File: src/design/tpf_pkg.sv
// Shared constants, types and helpers for the trapezoid profile fraction block.
`timescale 1ns / 1ps
package tpf_pkg;
    localparam int POS_W   = 32;               // position width
    localparam int LEN_W   = POS_W - 1;        // ramp length width
    localparam int FRAC_W  = 16;               // fractional bits of the result
    localparam int OUT_W   = FRAC_W + 1;       // result width, one is 1<<FRAC_W
    localparam int OPD_W   = POS_W + 2;        // multiplier operand width
    localparam int DIV_W   = 2 * POS_W + 2;    // dividend and divisor width
    localparam int NSTEP   = FRAC_W + 1;       // quotient bits
    localparam int IDX_W   = 2;
    localparam int S_TDATA_W = ((POS_W + 7) / 8) * 8;
    localparam int M_TDATA_W = ((OUT_W + 7) / 8) * 8;

    localparam logic [IDX_W-1:0] REG_START = 2'd0;
    localparam logic [IDX_W-1:0] REG_END   = 2'd1;
    localparam logic [IDX_W-1:0] REG_ACCEL = 2'd2;
    localparam logic [IDX_W-1:0] REG_BRAKE = 2'd3;

    localparam logic [OUT_W-1:0] FRAC_ONE = OUT_W'(1) << FRAC_W;

    typedef struct packed {
        logic             valid;
        logic             bypass;   // result is forced, divider output ignored
        logic [OUT_W-1:0] frac;     // forced result
        logic             bad;
    } t_ctl;

    typedef struct packed {
        logic [DIV_W-1:0] p;
        logic [DIV_W-1:0] q;
        logic [OUT_W-1:0] res;
    } t_div;

    // One restoring step: shift, compare, subtract.
    function automatic t_div div_step(t_div v, logic first);
        t_div o;
        o = v;
        if (!first) begin
            o.p = v.p << 1;
        end
        o.res = v.res << 1;
        if (o.p >= o.q) begin
            o.p = o.p - o.q;
            o.res[0] = 1'b1;
        end
        return o;
    endfunction
endpackage

File: src/design/tpf_front.sv
// Range checks, segment decode and multiplier operand selection (two stages).
`timescale 1ns / 1ps
module tpf_front import tpf_pkg::*; (
    input  logic                    i_clk,
    input  logic                    i_rst_n,
    input  logic                    i_ce,
    input  logic                    i_valid,
    input  logic signed [POS_W-1:0] i_position,
    input  logic signed [POS_W-1:0] i_start,
    input  logic signed [POS_W-1:0] i_end,
    input  logic [LEN_W-1:0]        i_accel,
    input  logic [LEN_W-1:0]        i_brake,
    output t_ctl                    o_ctl,
    output logic [OPD_W-1:0]        o_p0,
    output logic [OPD_W-1:0]        o_p1,
    output logic [OPD_W-1:0]        o_q0,
    output logic [OPD_W-1:0]        o_q1,
    output logic                    o_sub
);
    t_ctl               r_ctl1, n_ctl1, r_ctl2, n_ctl2;
    logic [POS_W-1:0]   r_r, r_c;
    logic [LEN_W-1:0]   r_a, r_b;
    logic [OPD_W-1:0]   r_p0, r_p1, r_q0, r_q1, n_p0, n_p1, n_q0, n_q1;
    logic               r_sub, n_sub;
    logic               w_end, w_start;
    logic [POS_W:0]     w_ab, w_rb;
    logic [OPD_W-1:0]   w_d;

    assign w_end   = i_position >= i_end;
    assign w_start = i_position <= i_start;

    always_comb begin
        n_ctl1.valid  = i_valid;
        n_ctl1.bypass = w_end || w_start;
        n_ctl1.frac   = w_end ? FRAC_ONE : '0;
        n_ctl1.bad    = 1'b0;
    end

    always_ff @(posedge i_clk) begin
        if (!i_rst_n) begin
            r_ctl1.valid <= 1'b0;
        end else if (i_ce) begin
            r_ctl1 <= n_ctl1;
        end
        if (i_ce) begin
            r_r <= POS_W'(i_end - i_start);
            r_c <= POS_W'(i_position - i_start);
            r_a <= i_accel;
            r_b <= i_brake;
        end
    end

    assign w_ab = {2'b0, r_a} + {2'b0, r_b};
    assign w_rb = {1'b0, r_r} - {2'b0, r_b};
    assign w_d  = {1'b0, r_r, 1'b0} - OPD_W'(w_ab);

    always_comb begin
        n_ctl2 = r_ctl1;
        if (!r_ctl1.bypass && ({1'b0, r_r} < w_ab)) begin
            n_ctl2.bypass = 1'b1;
            n_ctl2.bad    = 1'b1;
            n_ctl2.frac   = '0;
        end
        n_sub = 1'b0;
        if ((r_a != '0) && (r_c <= POS_W'(r_a))) begin
            // accelerating ramp: c^2 / (A*D)
            n_p0 = OPD_W'(r_c);
            n_p1 = OPD_W'(r_c);
            n_q0 = OPD_W'(r_a);
            n_q1 = w_d;
        end else if ({1'b0, r_c} <= w_rb) begin
            // cruise: (2c - A) / D
            n_p0 = {1'b0, r_c, 1'b0} - OPD_W'(r_a);
            n_p1 = OPD_W'(1);
            n_q0 = w_d;
            n_q1 = OPD_W'(1);
        end else begin
            // braking ramp: 1 - (R-c)^2 / (B*D)
            n_p0 = OPD_W'(r_r - r_c);
            n_p1 = OPD_W'(r_r - r_c);
            n_q0 = OPD_W'(r_b);
            n_q1 = w_d;
            n_sub = 1'b1;
        end
    end

    always_ff @(posedge i_clk) begin
        if (!i_rst_n) begin
            r_ctl2.valid <= 1'b0;
        end else if (i_ce) begin
            r_ctl2 <= n_ctl2;
        end
        if (i_ce) begin
            r_p0  <= n_p0;
            r_p1  <= n_p1;
            r_q0  <= n_q0;
            r_q1  <= n_q1;
            r_sub <= n_sub;
        end
    end

    assign o_ctl = r_ctl2;
    assign o_p0  = r_p0;
    assign o_p1  = r_p1;
    assign o_q0  = r_q0;
    assign o_q1  = r_q1;
    assign o_sub = r_sub;
endmodule

File: config.mk
export PLATFORM = sky130hd
export DESIGN_NAME = tpf_front
export DESIGN_NICKNAME = d
export VERILOG_FILES = /design/src/design/tpf_pkg.sv /design/src/design/tpf_front.sv
export SDC_FILE = /design/constraint.sdc
export NUM_CORES = 1
export LEC_CHECK = 0
export ABC_AREA = 1
export BUFFER_PORTS_ARGS = -buffer_cell sky130_fd_sc_hd__buf_2
export CAP_MARGIN = 5
export CORE_MARGIN = 8
export CORE_UTILIZATION = 50
export CTS_CLUSTER_SIZE = 40
export DETAILED_ROUTE_END_ITERATION = 12
export GPL_TIMING_DRIVEN = 0
export PLACE_DENSITY = 0.8
export SYNTH_ARGS = -nofsm -noshare
export SYNTH_HDL_FRONTEND = slang
export SYNTH_SLANG_ARGS = --single-unit
export TNS_END_PERCENT = 100
File: constraint.sdc
create_clock -name i_clk -period 5 [get_ports i_clk]
set_input_delay 1 -clock i_clk [delete_from_list [all_inputs] [get_ports i_clk]]
set_output_delay 1 -clock i_clk [all_outputs]
set_load 0.05 [all_outputs]
==> impl_metrics.json <==
{
  "routedWlPerCell_um": 19.9,
  "ant_nets": 0,
  "drive_above_1_share_pct": 14.0,
  "holdBufCountCts": 0,
  "fin_tns_setup_ps": 0,
  "clock.fmax_mhz": 204,
  "crit_arrival_ps": 5190,
  "htree_num_levels": 1,
  "chipWidth_um": 237,
  "routed_wirelength_mm": 80.4,
  "initial_core_util_pct": 50.3,
  "worstMarginPinSlew_ps": 1130,
  "clkLatencyLatePin_ps": 560,
  "period_needed_ps": 4900,
  "slew_violations": 0,
  "ios": 319,
  "synth_seq_area_share_pct": 32.9,
  "grt_pass1_vias": 22400,
  "yosys_register_bits": 269,
  "cts_root_buf": "clkbuf_16",
  "critPathLaunchType": "register",
  "grt_pass1_wl_mm": 121,
  "async_flop_share_pct": 0,
  "critical_path_class": "reg2reg",
  "synthCells": 3035,
  "finalClockSkew_ps": 19.0,
  "dp_cells": 3976,
  "setup_viol": 0,
  "hold_path.class": "reg2reg",
  "drt_iter0_markers": 2080,
  "yosysUniqueCellTypes": 55,
  "yosys_most_used_dff": "edfxtp_1",
  "fill_cells": 4485,
  "clkSinkCount": 269,
  "clockBufferDepth": 3,
  "p_per_area_mw_per_mm2": 515,
  "rows": 81,
  "path_common_cell": "nand2_1",
  "nets": 3920,
  "drc_errors": 0,
  "design_area_sq_mm": 0.0282,
  "met1_length_mm": 33.7,
  "end_kind": "register",
  "multi_input_area_sq_mm": 0.0148,
  "met2WireLength_mm": 36.8,
  "area_growth_syn_to_layout_pct": 15.2,
  "ir_drop_mv": 0.315,
  "slowest_delay_ps": 510,
  "route.top_layer_used": "met4",
  "relSlewSlack_pct": 23.8,
  "coreArea_sq_mm": 0.0486,
  "place_area_sq_mm": 0.0269,
  "hold_viol": 0,
  "crit_slowest_cell": "edfxtp_1",
  "path_max_fanout": 10,
  "die_h_um": 237,
  "port_buffers": 302,
  "cts.clk_slew.worst_paths_ps": 60,
  "numCtsBuffers": 26,
  "firstDrtPassIters": 5,
  "dpl.hpwl_mm": 67.5,
  "gp_congestion": 0.979,
  "antenna_found_initial": 1,
  "viasPerCell": 5.66,
  "die-area_sq_mm": 0.0563,
  "fin_crit_sh_pct": 97.9,
  "status": "finished, final reports clean",
  "maxCapViolCount": 0,
  "cp_data_required_time_ps": 5300,
  "track_usage_pct": 27.4,
  "globalRouteOverflowTotal": 0,
  "p_leak_nw": 13.7,
  "seq_area_sq_mm": 0.00806,
  "wl_met3_mm": 6.54,
  "cts_tree": "done",
  "crit_chain": "ha_4 -> a21oi_1 -> o21ai_0 -> nor2_1 -> o21ai_2 -> a21oi_2 -> o21ai_2 -> a21oi_2 -> o21ai_1 -> nand2_1 -> nand2_1 -> nand2_1 -> nand2_1 -> ha_1 -> nand2_1 -> nor2_2 -> nand4_1 -> nor4_4 -> a21oi_2 -> nand2_4 -> nand2_8 -> buf_4 -> o211ai_1",
  "syn_area_sq_mm": 0.0245,
  "fin_util_pct": 58.0,
  "grt_max_degree": 127,
  "synth_edf_count": 267,
  "vias": 22900,
  "final_cells": 4049,
  "syn_area_per_cell_sq_um": 8.06,
  "yosys_warnings": 0
}
[Yosys cell counts, types with 9 or more instances]
master    count  area share (%)
ha_1        343              18
o21ai_2      12            0.43
nor3_1       46            0.94
nand4_1      41             1.0
a31oi_1      25            0.64
edfxtp_1    267              33
nor4_1       15            0.38
o21ai_0     127             2.6
inv_1       418             6.4
a21boi_0      9            0.28
o21ai_1      20            0.41
xor2_1       94             3.4
xnor2_1      94             3.4
o21a_1       17            0.52
a21o_1       15            0.46
nand2_1     652              10
o21bai_1     11            0.34
buf_2        12            0.25
nor2_1      209             3.2
a21oi_1     324             6.6
buf_4        17            0.52
nand3_1      95             1.9
o211ai_1     60             1.8
nand3b_1     16            0.49
[final cells by class]
class	count	area share [%]
multi-input cells	2320	52.4
flip-flops and latches	269	28.6
repair buffers	330	6.39
inverters	420	5.63
well taps	622	2.76
clock buffers	32	2.46
plain buffers	41	1.07
clock inverters	14	0.697
diodes	1	0.00888
[through the flow]
stage	hold WS [ps]	setup slack [ps]	power [mW]
after floorplan	448	1000	9.67
after global placement	478	-823	12.0
after detailed placement	478	-815	12.1
after CTS	498	6.16	14.3
after global routing	551	-37.0	15.4
final	497	103	14.5
[placed cells by master (no fill, tap or decap), types with 42 or more instances in the layout]
cell type  instances
ha_1             338
xnor2_1           94
nand2_1          651
a21oi_1          318
xor2_1            93
edfxtp_1         267
nor2_1           206
nand3_1           92
o211ai_1          60
inv_1            417
o21ai_0          124
nor3_1            45
buf_2            311
buf_4             42
[worst max-delay path, delay by kind of cell, from the launching register on]
family / cells / cell delay, ps
AND/OR/NAND/NOR: 11 / 1660
AO/OA/AOI/OAI: 9 / 1630
adder cells (fa/ha/maj): 2 / 590
flip-flops: 1 / 510
buffers and inverters: 1 / 230
[state kept, by name, summed over array words and instances (netlist names)]
| signal | cells |
|---|---|
| o_q1 | 34 |
| o_sub | 1 |
| o_p0 | 34 |
| r_c | 32 |
| o_q0 | 34 |
| r_ctl1 | 2 |
| r_a | 31 |
| r_r | 32 |
| o_p1 | 33 |
| r_b | 31 |
| n_ctl2 | 1 |
| o_ctl | 4 |
[final timing paths]
| path | endpoint | depth (start not counted) | start | slack (ps) |
|---|---|---|---|---|
| worst max register to register | o_q0[16] | 23 | r_r[2] | 100 |
| worst max-delay path | o_q0[16] | 23 | r_r[2] | 100 |
| worst min-delay path | o_ctl[19] | 2 | n_ctl2[19] | 500 |
| worst min register to register | o_ctl[19] | 2 | n_ctl2[19] | 500 |
[kinds of logic after synthesis]
group | synth area share (%)
fa+ha+maj | 18.1
xor+xnor | 6.73
buf+inv | 7.62
compound gates | 15.5
other cells | 0.0153
simple gates | 19.1
flops | 32.9
[timing repair]
action,4_1_cts,5_1_grt
pin swaps,8,15
gates resized for setup,19,27
setup buffers,9,17
gates cloned,0,0
hold endpoints to repair,0,0
endpoints found under the setup margin,137,137
[where the power goes]
group	switching, mW	internal, mW	total, mW
sequential	0.431	3.35	3.78
clock	0.841	1.24	2.08
combinational	6.03	2.64	8.67
total	7.30	7.23	14.5
[metal layers]
| metal | up-vias | track usage (%) |
|---|---|---|
| met4 | 0 | 10.8 |
| met3 | 168 | 3.54 |
| met1 | 10600 | 35.6 |
| met5 | - | 0 |
| met2 | 944 | 45.9 |
| li1 | 11200 | - |
(Power assumes the default switching activity.)
